<file path="config.mk">
export PLATFORM = sky130hd
export DESIGN_NAME = four_channel_sound_generator
export DESIGN_NICKNAME = d
export VERILOG_FILES = /design/src/sv/fcsg_pkg.sv /design/src/sv/fcsg_dpath.sv /design/src/sv/fcsg_ctrl.sv /design/src/sv/four_channel_sound_generator.sv
export SDC_FILE = /design/constraint.sdc
export NUM_CORES = 2
export LEC_CHECK = 0
export BUFFER_PORTS_ARGS = -buffer_cell sky130_fd_sc_hd__buf_2
export CAP_MARGIN = 20
export CORE_MARGIN = 2
export CORE_UTILIZATION = 35
export DETAILED_ROUTE_END_ITERATION = 10
export PLACE_DENSITY_LB_ADDON = 0.12
export SETUP_SLACK_MARGIN = 0.02
export SLEW_MARGIN = 20
export SYNTH_ARGS = -nofsm -noshare
export SYNTH_HDL_FRONTEND = slang
export SYNTH_SLANG_ARGS = --single-unit
export TNS_END_PERCENT = 1
</file>
<file path="constraint.sdc">
create_clock -name aclk -period 6.75 [get_ports aclk]
set_clock_uncertainty 0.15 [all_clocks]
set_input_delay 1.35 -clock aclk [delete_from_list [all_inputs] [get_ports aclk]]
set_output_delay 1.35 -clock aclk [all_outputs]
set_load 0.1 [all_outputs]
</file>
<file path="src/sv/fcsg_pkg.sv">
`default_nettype none
package fcsg_pkg;

    localparam int PHASE_BITS_DEF = 32;
    localparam int WAVE_STEPS     = 32;
    localparam int WAVE_IW        = $clog2(WAVE_STEPS);
    localparam int REG_COUNT      = 18;
    localparam int REG_IW         = 5;
    localparam int DIV_W          = 27;   // (2048-f)*44100 < 2^27
    localparam int TIMER_W        = 34;
    localparam int INC_W          = 29;
    localparam int LEN_W          = 17;
    localparam int ACC_W          = 18;

    localparam logic [1:0] CMD_READ  = 2'd0;
    localparam logic [1:0] CMD_WRITE = 2'd1;
    localparam logic [1:0] CMD_TICK  = 2'd2;

    localparam logic [REG_IW-1:0] IX_S1_ENV  = 5'd2;
    localparam logic [REG_IW-1:0] IX_S1_FLO  = 5'd3;
    localparam logic [REG_IW-1:0] IX_S1_FHI  = 5'd4;
    localparam logic [REG_IW-1:0] IX_S2_ENV  = 5'd6;
    localparam logic [REG_IW-1:0] IX_S2_FLO  = 5'd7;
    localparam logic [REG_IW-1:0] IX_S2_FHI  = 5'd8;
    localparam logic [REG_IW-1:0] IX_W_ON    = 5'd9;
    localparam logic [REG_IW-1:0] IX_W_LEVEL = 5'd11;
    localparam logic [REG_IW-1:0] IX_W_FLO   = 5'd12;
    localparam logic [REG_IW-1:0] IX_W_FHI   = 5'd13;
    localparam logic [REG_IW-1:0] IX_N_LEN   = 5'd14;
    localparam logic [REG_IW-1:0] IX_N_ENV   = 5'd15;
    localparam logic [REG_IW-1:0] IX_N_POLY  = 5'd16;
    localparam logic [REG_IW-1:0] IX_N_CTRL  = 5'd17;

    localparam logic [1:0] CH_SQ1  = 2'd0;
    localparam logic [1:0] CH_SQ2  = 2'd1;
    localparam logic [1:0] CH_WAVE = 2'd2;

    localparam logic [1:0] LVL_ZERO = 2'd0;
    localparam logic [1:0] LVL_POS  = 2'd1;
    localparam logic [1:0] LVL_NEG  = 2'd2;

    typedef struct packed {
        logic       load;
        logic       do_write;
        logic       tick_clear;
        logic       ch_start;
        logic       div_step;
        logic       ch_finish;
        logic       noise_start;
        logic       noise_step;
        logic       noise_finish;
        logic       len_update;
        logic       out_load;
        logic [1:0] ch;
    } fcsg_cmd_t;

    typedef struct packed {
        logic [1:0] cmd;
        logic       ch_en;
        logic       noise_en;
        logic       noise_audible;
        logic       timer_le0;
        logic       out_free;
    } fcsg_stat_t;

    // {valid, index}
    function automatic logic [REG_IW:0] reg_map(input logic [15:0] a);
        logic [REG_IW:0] r;
        r = '0;
        if (a >= 16'hFF10 && a <= 16'hFF14) r = {1'b1, 5'(a - 16'hFF10)};
        else if (a >= 16'hFF16 && a <= 16'hFF19) r = {1'b1, 5'(a - 16'hFF16 + 16'd5)};
        else if (a >= 16'hFF1A && a <= 16'hFF1E) r = {1'b1, 5'(a - 16'hFF1A + 16'd9)};
        else if (a >= 16'hFF20 && a <= 16'hFF23) r = {1'b1, 5'(a - 16'hFF20 + 16'd14)};
        return r;
    endfunction

    // floor(v*32767/60)
    function automatic logic [12:0] env_mag(input logic [3:0] v);
        logic [12:0] m;
        case (v)
            4'd0:    m = 13'd0;
            4'd1:    m = 13'd546;
            4'd2:    m = 13'd1092;
            4'd3:    m = 13'd1638;
            4'd4:    m = 13'd2184;
            4'd5:    m = 13'd2730;
            4'd6:    m = 13'd3276;
            4'd7:    m = 13'd3822;
            4'd8:    m = 13'd4368;
            4'd9:    m = 13'd4915;
            4'd10:   m = 13'd5461;
            4'd11:   m = 13'd6007;
            4'd12:   m = 13'd6553;
            4'd13:   m = 13'd7099;
            4'd14:   m = 13'd7645;
            default: m = 13'd8191;
        endcase
        return m;
    endfunction

    // wave table: +1, 0 or -1 as {neg, pos}
    function automatic logic [1:0] wave_val(input logic [WAVE_IW-1:0] i);
        logic [1:0] w;
        case (i)
            5'd1, 5'd5, 5'd8, 5'd9, 5'd10, 5'd15, 5'd20, 5'd21, 5'd22: w = 2'b01;
            5'd3, 5'd7, 5'd11, 5'd12, 5'd13, 5'd14, 5'd23, 5'd24, 5'd25,
            5'd26, 5'd27: w = 2'b10;
            default: w = 2'b00;
        endcase
        return w;
    endfunction

endpackage
`default_nettype wire

</file>
<file path="src/sv/fcsg_dpath.sv">
`default_nettype none
module fcsg_dpath
    import fcsg_pkg::*;
#(
    parameter int PHASE_BITS = PHASE_BITS_DEF
) (
    input  wire logic        aclk,
    input  wire logic        aresetn,
    input  wire logic [31:0] s_tdata,
    output logic             m_tvalid,
    input  wire logic        m_tready,
    output logic [31:0]      m_tdata,
    input  wire fcsg_cmd_t   cmd,
    output fcsg_stat_t       stat
);

    logic [1:0]            cmd_reg;
    logic [15:0]           addr_reg;
    logic [7:0]            wdata_reg;
    logic [7:0]            regs_reg [0:REG_COUNT-1];
    logic [PHASE_BITS-1:0] phase_reg [0:2];
    logic signed [ACC_W-1:0]   acc_reg;
    logic [DIV_W-1:0]      d_reg;
    logic [DIV_W-1:0]      r_reg;
    logic [PHASE_BITS-1:0] q_reg;
    logic [14:0]           lfsr_reg;
    logic signed [TIMER_W-1:0] timer_reg;
    logic [1:0]            level_reg;
    logic [INC_W-1:0]      inc_reg;
    logic signed [LEN_W-1:0]   len_acc_reg;
    logic                  out_valid_reg;
    logic                  out_is_sample_reg;
    logic [7:0]            out_rdata_reg;
    logic [15:0]           out_sample_reg;

    logic [REG_IW:0]   map;
    logic [REG_IW-1:0] ix;
    logic [REG_IW-1:0] env_ix, flo_ix, fhi_ix;
    logic              ch_en;
    logic [10:0]       freq;
    logic [11:0]       span;
    logic [27:0]       prod;
    logic [12:0]       mag;
    logic [12:0]       scale;
    logic [1:0]        wv;
    logic signed [ACC_W-1:0] term;
    logic [27:0]       r2;
    logic              ge;
    logic [12:0]       nmag;
    logic              noise_en, noise_audible;
    logic [3:0]        kp1;
    logic [21:0]       base;
    logic              fb;
    logic [14:0]       lfsr_next;
    logic signed [LEN_W:0] len_next;
    logic [7:0]        rdata;
    logic signed [ACC_W-1:0] clamp;

    assign map    = reg_map(addr_reg);
    assign ix     = map[REG_IW-1:0];

    always_comb begin
        case (cmd.ch)
            CH_SQ1: begin
                env_ix = IX_S1_ENV; flo_ix = IX_S1_FLO; fhi_ix = IX_S1_FHI;
                ch_en  = regs_reg[IX_S1_FHI][7];
            end
            CH_SQ2: begin
                env_ix = IX_S2_ENV; flo_ix = IX_S2_FLO; fhi_ix = IX_S2_FHI;
                ch_en  = regs_reg[IX_S2_FHI][7];
            end
            default: begin
                env_ix = IX_W_LEVEL; flo_ix = IX_W_FLO; fhi_ix = IX_W_FHI;
                ch_en  = regs_reg[IX_W_ON][7];
            end
        endcase
    end

    assign freq  = {regs_reg[fhi_ix][2:0], regs_reg[flo_ix]};
    assign span  = 12'd2048 - {1'b0, freq};
    assign prod  = 28'(span) * 28'd44100;
    assign mag   = env_mag(regs_reg[env_ix][7:4]);
    assign scale = 13'd256 << regs_reg[IX_W_LEVEL][6:5];
    assign wv    = wave_val(phase_reg[CH_WAVE][PHASE_BITS-1 -: WAVE_IW]);

    always_comb begin
        term = '0;
        if (cmd.ch == CH_WAVE) begin
            if (regs_reg[IX_W_LEVEL][6:5] != 2'd0) begin
                if (wv[0])      term = ACC_W'(scale);
                else if (wv[1]) term = -ACC_W'(scale);
            end
        end else if (phase_reg[cmd.ch][PHASE_BITS-1]) begin
            term = ACC_W'(mag);
        end else begin
            term = -ACC_W'(mag);
        end
    end

    assign r2 = {r_reg, 1'b0};
    assign ge = r2 >= {1'b0, d_reg};

    assign nmag          = env_mag(regs_reg[IX_N_ENV][7:4]);
    assign noise_en      = regs_reg[IX_N_CTRL][7];
    assign noise_audible = noise_en && (nmag != 13'd0);
    assign kp1           = {1'b0, regs_reg[IX_N_POLY][6:4]} + 4'd1;
    assign base          = 22'd352800 * {18'd0, kp1};

    // 7-bit mode puts old bit 7 OR the feedback into bit 6
    assign fb = lfsr_reg[0] ^ lfsr_reg[1];
    always_comb begin
        if (regs_reg[IX_N_POLY][3]) begin
            lfsr_next = {fb, lfsr_reg[14:1]};
            if (lfsr_next == 15'd0) lfsr_next = 15'h7FFF;
        end else begin
            lfsr_next = {8'd0, lfsr_reg[7] | fb, lfsr_reg[6:1]};
            if (lfsr_next == 15'd0) lfsr_next = 15'h007F;
        end
    end

    assign len_next = LEN_W'(len_acc_reg) + (LEN_W+1)'(256);

    always_comb begin
        if (map[REG_IW] && ix == IX_N_CTRL) rdata = {regs_reg[IX_N_CTRL][7:6], regs_reg[IX_N_LEN][5:0]};
        else if (map[REG_IW])               rdata = regs_reg[ix];
        else                                rdata = 8'hFF;
    end

    always_comb begin
        if (acc_reg > 18'sd32767)        clamp = 18'sd32767;
        else if (acc_reg < -18'sd32768)  clamp = -18'sd32768;
        else                             clamp = acc_reg;
    end

    always_ff @(posedge aclk) begin
        if (!aresetn) begin
            for (int i = 0; i < REG_COUNT; i++) regs_reg[i] <= '0;
            for (int i = 0; i < 3; i++) phase_reg[i] <= '0;
            lfsr_reg      <= 15'h7FFF;
            timer_reg     <= '0;
            level_reg     <= LVL_ZERO;
            len_acc_reg   <= '0;
            out_valid_reg <= 1'b0;
        end else begin
            if (cmd.load) begin
                cmd_reg   <= s_tdata[1:0];
                addr_reg  <= s_tdata[17:2];
                wdata_reg <= s_tdata[25:18];
            end
            if (cmd.do_write && map[REG_IW]) begin
                regs_reg[ix] <= wdata_reg;
                if (ix == IX_S1_FHI && wdata_reg[7]) phase_reg[CH_SQ1] <= '0;
                if (ix == IX_S2_FHI && wdata_reg[7]) phase_reg[CH_SQ2] <= '0;
                if (ix == IX_N_CTRL && wdata_reg[7]) begin
                    regs_reg[IX_N_LEN] <= regs_reg[IX_N_LEN] & 8'h3F;
                    lfsr_reg  <= regs_reg[IX_N_POLY][3] ? 15'h7FFF : 15'h007F;
                    timer_reg <= '0;
                    level_reg <= LVL_ZERO;
                end
            end
            if (cmd.tick_clear) acc_reg <= '0;
            if (cmd.ch_start && ch_en) begin
                acc_reg <= acc_reg + term;
                d_reg   <= prod[DIV_W-1:0];
                r_reg   <= DIV_W'(1);
                q_reg   <= '0;
            end
            if (cmd.div_step) begin
                r_reg <= ge ? DIV_W'(r2 - {1'b0, d_reg}) : r2[DIV_W-1:0];
                q_reg <= {q_reg[PHASE_BITS-2:0], ge};
            end
            if (cmd.ch_finish) phase_reg[cmd.ch] <= phase_reg[cmd.ch] + q_reg;
            if (cmd.noise_start && noise_audible) begin
                timer_reg <= timer_reg - TIMER_W'(524288);
                inc_reg   <= INC_W'(base) << regs_reg[IX_N_POLY][2:0];
            end
            if (cmd.noise_step) begin
                lfsr_reg  <= lfsr_next;
                level_reg <= fb ? LVL_POS : LVL_NEG;
                timer_reg <= timer_reg + TIMER_W'(inc_reg);
            end
            if (cmd.noise_finish) begin
                if (level_reg == LVL_POS)      acc_reg <= acc_reg + ACC_W'(nmag);
                else if (level_reg == LVL_NEG) acc_reg <= acc_reg - ACC_W'(nmag);
            end
            if (cmd.len_update && regs_reg[IX_N_CTRL][6]) begin
                if (len_next >= 18'sd44100) begin
                    if (regs_reg[IX_N_LEN] == 8'd1) begin
                        // last count: noise switches off, length accumulator is set to -44100
                        regs_reg[IX_N_LEN]  <= 8'd0;
                        regs_reg[IX_N_CTRL] <= regs_reg[IX_N_CTRL] & 8'h3F;
                        timer_reg   <= '0;
                        level_reg   <= LVL_ZERO;
                        len_acc_reg <= -17'sd44100;
                    end else begin
                        len_acc_reg <= LEN_W'(len_next - 18'sd44100);
                        if (regs_reg[IX_N_LEN] != 8'd0)
                            regs_reg[IX_N_LEN] <= regs_reg[IX_N_LEN] - 8'd1;
                    end
                end else begin
                    len_acc_reg <= LEN_W'(len_next);
                end
            end
            if (cmd.out_load) begin
                out_valid_reg     <= 1'b1;
                out_is_sample_reg <= (cmd_reg == CMD_TICK);
                out_rdata_reg     <= (cmd_reg == CMD_TICK) ? 8'd0 : rdata;
                out_sample_reg    <= (cmd_reg == CMD_TICK) ? clamp[15:0] : 16'd0;
            end else if (m_tready) begin
                out_valid_reg <= 1'b0;
            end
        end
    end

    assign m_tvalid = out_valid_reg;
    assign m_tdata  = {7'd0, out_sample_reg, out_rdata_reg, out_is_sample_reg};

    assign stat.cmd           = cmd_reg;
    assign stat.ch_en         = ch_en;
    assign stat.noise_en      = noise_en;
    assign stat.noise_audible = noise_audible;
    assign stat.timer_le0     = timer_reg[TIMER_W-1] || (timer_reg == '0);
    assign stat.out_free      = !out_valid_reg || m_tready;

endmodule
`default_nettype wire

</file>
<file path="src/sv/fcsg_ctrl.sv">
`default_nettype none
module fcsg_ctrl
    import fcsg_pkg::*;
#(
    parameter int PHASE_BITS = PHASE_BITS_DEF
) (
    input  wire logic       aclk,
    input  wire logic       aresetn,
    input  wire logic       s_tvalid,
    output logic            s_tready,
    input  wire fcsg_stat_t stat,
    output fcsg_cmd_t       cmd
);

    localparam int STEPS = PHASE_BITS + 17;
    localparam int CW    = $clog2(STEPS);

    typedef enum logic [3:0] {
        ST_IDLE, ST_DECODE, ST_CH_START, ST_DIV, ST_CH_FIN,
        ST_N_START, ST_N_LOOP, ST_LEN, ST_OUT
    } state_t;

    state_t      state_reg, state_next;
    logic [1:0]  ch_reg, ch_next;
    logic [CW-1:0] cnt_reg, cnt_next;

    always_comb begin
        cmd        = '0;
        cmd.ch     = ch_reg;
        state_next = state_reg;
        ch_next    = ch_reg;
        cnt_next   = cnt_reg;
        s_tready   = 1'b0;
        case (state_reg)
            ST_IDLE: begin
                s_tready = 1'b1;
                if (s_tvalid) begin
                    cmd.load   = 1'b1;
                    state_next = ST_DECODE;
                end
            end
            ST_DECODE: begin
                case (stat.cmd)
                    CMD_READ:  state_next = ST_OUT;
                    CMD_WRITE: begin
                        cmd.do_write = 1'b1;
                        state_next   = ST_IDLE;
                    end
                    CMD_TICK: begin
                        cmd.tick_clear = 1'b1;
                        ch_next        = CH_SQ1;
                        state_next     = ST_CH_START;
                    end
                    default:   state_next = ST_IDLE;
                endcase
            end
            ST_CH_START: begin
                cmd.ch_start = 1'b1;
                if (stat.ch_en) begin
                    cnt_next   = '0;
                    state_next = ST_DIV;
                end else if (ch_reg == CH_WAVE) begin
                    state_next = ST_N_START;
                end else begin
                    ch_next = ch_reg + 2'd1;
                end
            end
            ST_DIV: begin
                cmd.div_step = 1'b1;
                if (cnt_reg == CW'(STEPS - 1)) state_next = ST_CH_FIN;
                else cnt_next = cnt_reg + CW'(1);
            end
            ST_CH_FIN: begin
                cmd.ch_finish = 1'b1;
                if (ch_reg == CH_WAVE) begin
                    state_next = ST_N_START;
                end else begin
                    ch_next    = ch_reg + 2'd1;
                    state_next = ST_CH_START;
                end
            end
            ST_N_START: begin
                cmd.noise_start = 1'b1;
                if (!stat.noise_en)         state_next = ST_OUT;
                else if (stat.noise_audible) state_next = ST_N_LOOP;
                else                         state_next = ST_LEN;
            end
            ST_N_LOOP: begin
                if (stat.timer_le0) begin
                    cmd.noise_step = 1'b1;
                end else begin
                    cmd.noise_finish = 1'b1;
                    state_next       = ST_LEN;
                end
            end
            ST_LEN: begin
                cmd.len_update = 1'b1;
                state_next     = ST_OUT;
            end
            ST_OUT: begin
                if (stat.out_free) begin
                    cmd.out_load = 1'b1;
                    state_next   = ST_IDLE;
                end
            end
            default: state_next = ST_IDLE;
        endcase
    end

    always_ff @(posedge aclk) begin
        if (!aresetn) begin
            state_reg <= ST_IDLE;
            ch_reg    <= CH_SQ1;
            cnt_reg   <= '0;
        end else begin
            state_reg <= state_next;
            ch_reg    <= ch_next;
            cnt_reg   <= cnt_next;
        end
    end

endmodule
`default_nettype wire

</file>
<file path="src/sv/four_channel_sound_generator.sv">
// Read request: decoded, then registered as a result once the output is free; write: no result.
// Tick request: the shared one-bit-per-cycle divider runs once per enabled channel in turn,
// plus at most two noise steps.
// One request is in flight at a time; the next is taken once the result is registered or the write is done.
// Reset (aresetn low, synchronous) clears all sound registers, phases, the noise timer and
// the length counter, and loads the noise LFSR with all ones.
`default_nettype none
module four_channel_sound_generator
    import fcsg_pkg::*;
#(
    parameter int PHASE_BITS = PHASE_BITS_DEF
) (
    input  wire logic        aclk,
    input  wire logic        aresetn,
    input  wire logic        s_tvalid,
    output logic             s_tready,
    input  wire logic [31:0] s_tdata,   // cmd[1:0], address[17:2], write_data[25:18]
    output logic             m_tvalid,
    input  wire logic        m_tready,
    output logic [31:0]      m_tdata    // is_sample[0], read_data[8:1], sample[24:9]
);

    fcsg_cmd_t  cmd;
    fcsg_stat_t stat;

    // sequencer: walks the channels, divider iterations and noise steps
    fcsg_ctrl #(.PHASE_BITS(PHASE_BITS)) u_ctrl (
        .aclk     (aclk),
        .aresetn  (aresetn),
        .s_tvalid (s_tvalid),
        .s_tready (s_tready),
        .stat     (stat),
        .cmd      (cmd)
    );

    // register file, phase accumulators, divider, noise and mixer
    fcsg_dpath #(.PHASE_BITS(PHASE_BITS)) u_dpath (
        .aclk     (aclk),
        .aresetn  (aresetn),
        .s_tdata  (s_tdata),
        .m_tvalid (m_tvalid),
        .m_tready (m_tready),
        .m_tdata  (m_tdata),
        .cmd      (cmd),
        .stat     (stat)
    );

`ifndef NO_ASSERTIONS
    // an accepted request makes the block busy
    a_busy_after_accept: assert property (@(posedge aclk) disable iff (!aresetn)
        (s_tvalid && s_tready) |=> !s_tready)
        else $error("request accepted while busy");

    // sample results carry no read byte
    a_sample_no_rdata: assert property (@(posedge aclk) disable iff (!aresetn)
        (m_tvalid && m_tdata[0]) |-> (m_tdata[8:1] == 8'd0))
        else $error("sample result with read data");

    // read results carry no sample
    a_read_no_sample: assert property (@(posedge aclk) disable iff (!aresetn)
        (m_tvalid && !m_tdata[0]) |-> (m_tdata[24:9] == 16'd0))
        else $error("read result with sample data");
`endif

endmodule
`default_nettype wire
</file>
Yosys cells after proc, flatten, opt, wreduce, memory -nomap -nowiden
Memory sizes are Yosys's and may differ from the RTL's. A register that Yosys moved wholly into a read port is not among the register bits.
Index checks and enable logic that the tools add are counted.
{"block": "word_totals", "mem_bits_rw": 240, "rom_bits": 480, "out_inout_bits": 34, "reg_bits": 263, "mem_count": 5, "input_bits": 36}
{"block": "op_classes", "magnitude_cmp": 12, "n_reduce_logical": 43, "muxes": 130, "addsub": 23, "mul": 2, "n_eq_ne": 28, "bitwise_logic": 9, "n_shift": 2}
{"name": "(no name shown)", "words": 16, "width": 13, "rd": 1, "rd_clocked_by_memory_dff": 0, "wr": 0, "line_no": "fcsg_pkg.sv:80", "source": "case (v)"}
{"name": "(no name shown)", "words": 16, "width": 13, "rd": 1, "rd_clocked_by_memory_dff": 0, "wr": 0, "line_no": "fcsg_pkg.sv:80"}
{"name": "u_dpath.regs_reg", "words": 18, "width": 8, "rd": 12, "rd_clocked_by_memory_dff": 0, "wr": 18, "line_no": "fcsg_dpath.sv:20", "source": "logic [7:0] regs_reg [0:REG_COUNT-1];"}
{"name": "u_dpath.phase_reg", "words": 3, "width": 32, "rd": 2, "rd_clocked_by_memory_dff": 1, "wr": 3, "line_no": "fcsg_dpath.sv:21", "source": "logic [PHASE_BITS-1:0] phase_reg [0:2];"}
{"name": "(no name shown)", "words": 32, "width": 2, "rd": 1, "rd_clocked_by_memory_dff": 0, "wr": 0, "line_no": "fcsg_pkg.sv:104", "source": "case (i)"}
{"op": "34-bit 2-to-1 mux", "count": 7}
{"op": "18-bit 2-to-1 mux", "count": 10}
{"op": "32-bit 2-to-1 mux", "count": 5}
{"op": "15-bit 2-to-1 mux", "count": 7}
{"op": "27-bit 2-to-1 mux", "count": 3}
{"op": "16-bit >= comparator, second input constant", "count": 4}
{"op": "16-bit less-or-equal comparator, second input constant", "count": 4}
{"op": "8-bit 2-to-1 mux", "count": 7}
{"op": "1-bit 2-to-1 mux", "count": 49}
{"op": "6-bit 2-to-1 mux", "count": 6}
{"op": "13-bit negator with 18-bit output", "count": 2}
{"op": "4-bit one-hot mux with 9 select lines", "count": 1}
{"op": "34-bit by 29-bit adder with 34-bit output", "count": 1}
{"op": "34-bit zero test", "count": 1}
{"op": "17-bit 2-to-1 mux", "count": 2}
{"op": "34-bit by 21-bit subtractor with 34-bit output, second input constant", "count": 1}
{"op": "32-bit adder", "count": 1}
{"op": "4-bit one-hot mux with 2 select lines", "count": 4}
{"op": "32-bit OR reduction", "count": 1}
{"op": "2-bit 2-to-1 mux", "count": 15}
{"op": "22-bit by 3-bit left shift with 29-bit output", "count": 1}
{"op": "28-bit by 27-bit >= comparator with 1-bit output", "count": 1}
{"op": "4-bit 2-to-1 mux", "count": 7}
{"op": "27-bit subtractor", "count": 1}
{"op": "other kinds (60)", "count": 108}

Depth between registers and ports, before layout
{"block": "logic_depth", "depth_word": 15, "ltp_mapped": 28}

Modules after synthesis
A second synthesis with hierarchy kept.
{"block": "hier_totals", "hier_cells": 3470, "area_unflattened_um2": 38057.8}
{"mod": "fcsg_dpath", "area_per_inst_um2": 37169.4, "n_inst": 1, "cells_per_inst": 3360}
{"mod": "fcsg_ctrl", "area_per_inst_um2": 888.4, "n_inst": 1, "cells_per_inst": 110}

Least setup slack after synthesis
Ideal clock, no wire load.
{"block": "synth_timing", "kind": "register to register", "from": "reg u_ctrl.ch_reg[1]", "to": "reg u_dpath.d_reg[26], data pin", "synth_period_minus_slack_ns": 6.899, "arrival_time_ns": 6.489, "t_required_ns": 6.340, "setup_slack_ns": -0.149, "setup_time_ns": 0.260, "stages_incl_launch_ff": 28, "path_cell_list": "dfxtp_1 -> inv_1 -> ha_1 -> buf_1 -> mux2i_1 -> nor2_1 -> o41ai_1 -> nand3_1 -> nor3b_1 -> nand2b_1 -> nor3_1 -> ha_1 -> xor2_1 -> ha_1 -> a31oi_1 -> fa_1 -> fa_1 -> inv_1 -> ha_1 -> nand2_1 -> o311ai_0 -> o211ai_1 -> a311oi_1 -> o21a_1 -> nor2_1 -> o21bai_1 -> a21oi_1 -> xnor2_1"}
{"block": "synth_via", "elab_chain_cells": 5, "word_cells_on_any_way": 7, "cone_classes": "1 x add/sub; 1 x mul; 1 x eq/ne; 2 x mux; 1 x reduce/logical; 1 x memory"}
{"element": "start, declared", "line_no": "fcsg_ctrl.sv:24", "source": "logic [1:0] ch_reg, ch_next;"}
{"element": "start signal, assigned", "line_no": "fcsg_ctrl.sv:117", "source": "ch_reg <= ch_next;"}
{"element": "2-bit by 1-bit equality test with 1-bit output or 2-bit zero test (tied branches)", "line_no": "fcsg_dpath.sv:63", "source": "case (cmd.ch)"}
{"element": "4-bit one-hot mux with 2 select lines", "line_no": "fcsg_dpath.sv:63"}
{"element": "memory 18 x 8 bit *"}
{"element": "12-bit by 11-bit subtractor with 12-bit output *", "line_no": "fcsg_dpath.sv:80", "source": "assign span = 12'd2048 - {1'b0, freq};"}
{"element": "12-bit by 14-bit multiplier with 25-bit output *", "line_no": "fcsg_dpath.sv:81", "source": "assign prod = 28'(span) * 28'd44100;"}
{"element": "named net u_dpath.prod[26]", "line_no": "fcsg_dpath.sv:42", "source": "logic [27:0] prod;"}
{"element": "end signal, assigned", "line_no": "fcsg_dpath.sv:164", "source": "d_reg <= prod[DIV_W-1:0];"}
{"element": "end, declared", "line_no": "fcsg_dpath.sv:23", "source": "logic [DIV_W-1:0] d_reg;"}
The timed path passes the listed nets; every way through them passes the cells marked *.
A chain may end at the register's enable or synchronous reset.

Final worst setup path
{"block": "layout_timing", "from": "reg u_ctrl.ch_reg[0]", "to": "reg u_dpath.d_reg[26], data pin"}
The elaborated chain is that of the path after synthesis.

==> results.py <==
metrics = {
    "run_status": {
        "outcome": "complete, no violations",
    },
    "synthesis": {
        "synth_ff_type": "edfxtp_1",
        "synthArstFlopShare_pct": 0,
        "synth_top_cell_area_share_pct": 43.92,
        "synth_area_sq_mm": 0.03836,
        "synth_area_leader_cell": "edfxtp_1",
        "avgSynthCellArea_sq_um": 10.36,
        "yosysSeqAreaShare_pct": 48.14,
        "synth-seq-cells": 642,
        "synth_cells": 3704,
        "synth_area_leaders": "edfxtp_1 44%, ha_1 7.7%, nor2_1 4.5%, dfxtp_1 4.2%, nand2_1 3.4%",
        "yosysWarnings": 0,
        "synth_cell_type_count": 98,
        "synth-edff-count": 561,
    },
    "floorplan": {
        "rows": 121,
        "dieArea_sq_mm": 0.1123,
        "start_util_pct": 35.24,
        "die_h_microns": 335.1,
        "die_x_microns": 335.1,
        "io_pins": 70,
        "coreArea_sq_mm": 0.1089,
    },
    "clock_tree": {
        "tritoncts": "built",
        "cts_made_buffers": 79,
        "root_buffer": "clkbuf_16",
        "cts_sinks": 642,
        "cts_max_path_buffers": 3,
        "htree_levels": 3,
        "insertion_delay_ns": 0.67,
        "cts-hold-fix-buffers": 0,
        "path_clk_slew_ns": 0.06,
    },
    "sta": {
        "whs_ns": 0.3326,
        "setup-violations-final": 0,
        "relSlewSlack_pct": 22.87,
        "hold_viol_final": 0,
        "period_needed_ns": 6.314,
        "max_freq_mhz": 158.4,
        "fin_crit_sh_pct": 93.54,
        "tightestPinTransition_ns": 1.148,
        "slew_viol_final": 0,
    },
    "layout": {
        "design_area_sq_mm": 0.04347,
        "largest_reg_flops": 256,
        "drive_above_1_share_pct": 10.42,
        "syn2layout_area_growth_pct": 13.31,
        "n_fill_cell": 10720,
        "nets": 4125,
        "diodes": 0,
        "fin_util_pct": 39.93,
    },
    "detailed_routing": {
        "drc": 0,
        "detail-route-antenna-nets": 0,
        "first_pass_iters": 5,
        "drt_wl_total_microns": 107800,
        "wl_per_cell_microns": 20.33,
        "drt_iter0_drc": 1934,
        "vias": 28340,
        "via_per_inst": 5.347,
    },
    "critical_path": {
        "worstReg2RegStart": "u_ctrl.ch_reg[0]",
        "crit_fanout": 5,
        "start_kind": "flip-flop",
        "critPathKind": "reg -> reg",
        "endpoint_kind": "flip-flop",
        "crit_end": "u_dpath.d_reg[26]",
        "reg2regPathDepth": 26,
        "r2r_slack_ns": 0.44,
        "startpoint": "u_ctrl.ch_reg[0]",
        "cp.arrival_ns": 6.55,
        "r2r-end": "u_dpath.d_reg[26]",
        "worstPathRequired_ns": 6.98,
    },
    "global_routing": {
        "grt_pass1_vias": 28040,
        "gr-total-overflow": 0,
        "antenna_found_initial": 1,
        "grt_pass1_wl_microns": 167100,
        "grt_util_all_layers_pct": 19.08,
        "grt_max_degree": 66,
    },
    "power_and_ir_drop": {
        "power_density_mw_per_mm2": 453.3,
        "peakVddDrop_mv": 0.7996,
        "leakagePower_uw": 0.01652,
        "totalPowerFinal_uw": 19700,
    },
    "placement": {
        "place_area_sq_mm": 0.04064,
        "port_buffers": 56,
        "hpwl_microns": 75630,
        "finalWeightedCongestion": 0.8365,
    },
    "job": {
        "max_cap_viol_count": 0,
    },
    "hold_path": {
        "hold_class": "reg -> reg",
    },
}
==> report_power, final <==
group | internal, uW | leakage (uW) | switching (uW) | total, uW
sequential | 5060 | 0.00601 | 226 | 5280
clock | 2610 | 0.00130 | 1820 | 4420
combinational | 4340 | 0.00921 | 5660 | 10000
==> synthesized netlist by cell type, types with 18 or more instances <==
cell and n:
a21oi_1 165, or3_1 24, o21ai_0 157, xor2_1 64
a22oi_1 18, nor4_1 23, o211ai_1 25, a21o_1 33
o31ai_1 19, nor2_1 463, ha_1 235, or2_2 21
a211oi_1 35, a31oi_1 56, mux2i_1 78, nand3_1 116
buf_2 20, inv_1 214, nand2_1 350, nor2b_1 36
o22ai_1 26, nand2b_1 34, and2_1 22, mux4_2 42
xnor2_1 97, nor3_1 87, dfxtp_1 81, a221oi_1 42
nand4_1 25, edfxtp_1 561, fa_1 33, and3_1 75
clkbuf_1 124, o21a_1 44
==> logic make-up after synthesis <==
group / synth area share (%)
AND/OR/NAND/NOR: 16.23
AO/OA/AOI/OAI: 13.60
flip-flops: 48.14
buffers and inverters: 4.224
adder cells (fa/ha/maj): 9.387
XOR/XNOR: 3.676
multiplexers: 4.736
other: 0.009776
==> what timing repair did <==
item,CTS,global route
setup endpoints to repair,1,4
gates resized for setup,1,15
hold endpoints to repair,0,0
setup buffers,0,2
pin swaps,0,3
==> placed cells by master (no fill, tap or decap), drive strengths merged, types with 26 or more instances in the layout <==
cell type,synthesis,routed
a211oi,37,37
a21o,33,33
a21oi,165,165
a221oi,42,42
a31oi,56,56
and3,75,75
buf,56,146
clkbuf,124,92
clkinv,2,38
conb,1,71
dfxtp,81,81
edfxtp,561,561
fa,33,33
ha,235,235
inv,215,217
mux2i,78,78
mux4,42,42
nand2,350,350
nand2b,34,34
nand3,117,117
nor2,463,463
nor2b,36,36
nor3,89,89
nor4,28,28
o21a,44,44
o21ai,158,158
o22ai,26,26
xnor2,97,97
xor2,64,64
==> critical path: stages, from the launching register on <==
cell and delay, ns:
dfxtp_1 0.49, ha_4 0.21, mux2i_1 0.22, o21ai_1 0.11
o41ai_2 0.40, nand3_1 0.19, nor3b_2 0.21, nand2_1 0.14
xor2_2 0.19, ha_1 0.24, xor2_1 0.17, ha_1 0.19
a31oi_2 0.19, fa_1 0.48, fa_1 0.54, inv_1 0.04
ha_1 0.34, nand3_1 0.10, o311ai_0 0.13, buf_4 0.18
o211ai_1 0.29, a311oi_2 0.18, o21a_1 0.20, nor2_1 0.15
o21bai_1 0.08, a21oi_1 0.17, xnor2_1 0.08
==> worst min-delay path by stage <==
stage                                from               endpoint  slack, ns  depth (start not counted)
floorplan           u_dpath.timer_reg[16]  u_dpath.timer_reg[16]       0.30                          2
global placement    u_dpath.timer_reg[16]  u_dpath.timer_reg[16]       0.31                          2
detailed placement   u_dpath.timer_reg[2]   u_dpath.timer_reg[2]       0.32                          1
CTS                  u_dpath.timer_reg[2]   u_dpath.timer_reg[2]       0.33                          1
global route         u_dpath.timer_reg[0]   u_dpath.timer_reg[0]       0.34                          1
finish               u_dpath.timer_reg[2]   u_dpath.timer_reg[2]       0.33                          1
==> through the flow <==
stage                     setup slack, ns  std cells    TNS (ns)
after floorplan                    0.1059       3774           0
after global placement            0.04741       5149           0
after detailed placement         0.005304       5151           0
after CTS                         0.07007       5297           0
after global routing           -0.0004601       5300  -0.0004601
final                              0.4362       5300           0
==> layout make-up <==
cell class / instances / area, sq um / area share, %
clock buffers: 92 / 2067 / 4.755
clock inverters: 54 / 640.6 / 1.474
inverters: 217 / 814.5 / 1.874
multi-input cells: 2735 / 18710 / 43.05
flip-flops and latches: 642 / 18470 / 42.49
well taps: 1414 / 1769 / 4.070
repair buffers: 146 / 991.0 / 2.280
==> layer usage <==
layer	vias to the layer above	routed length, microns	global-route usage (%)
met5	-	0	0
met4	0	2764	5.190
li1	13800	-	-
met3	149	4081	2.541
met1	13850	49870	26.00
met2	539	51040	31.83
No activity file was read; power rests on OpenSTA's default activity.
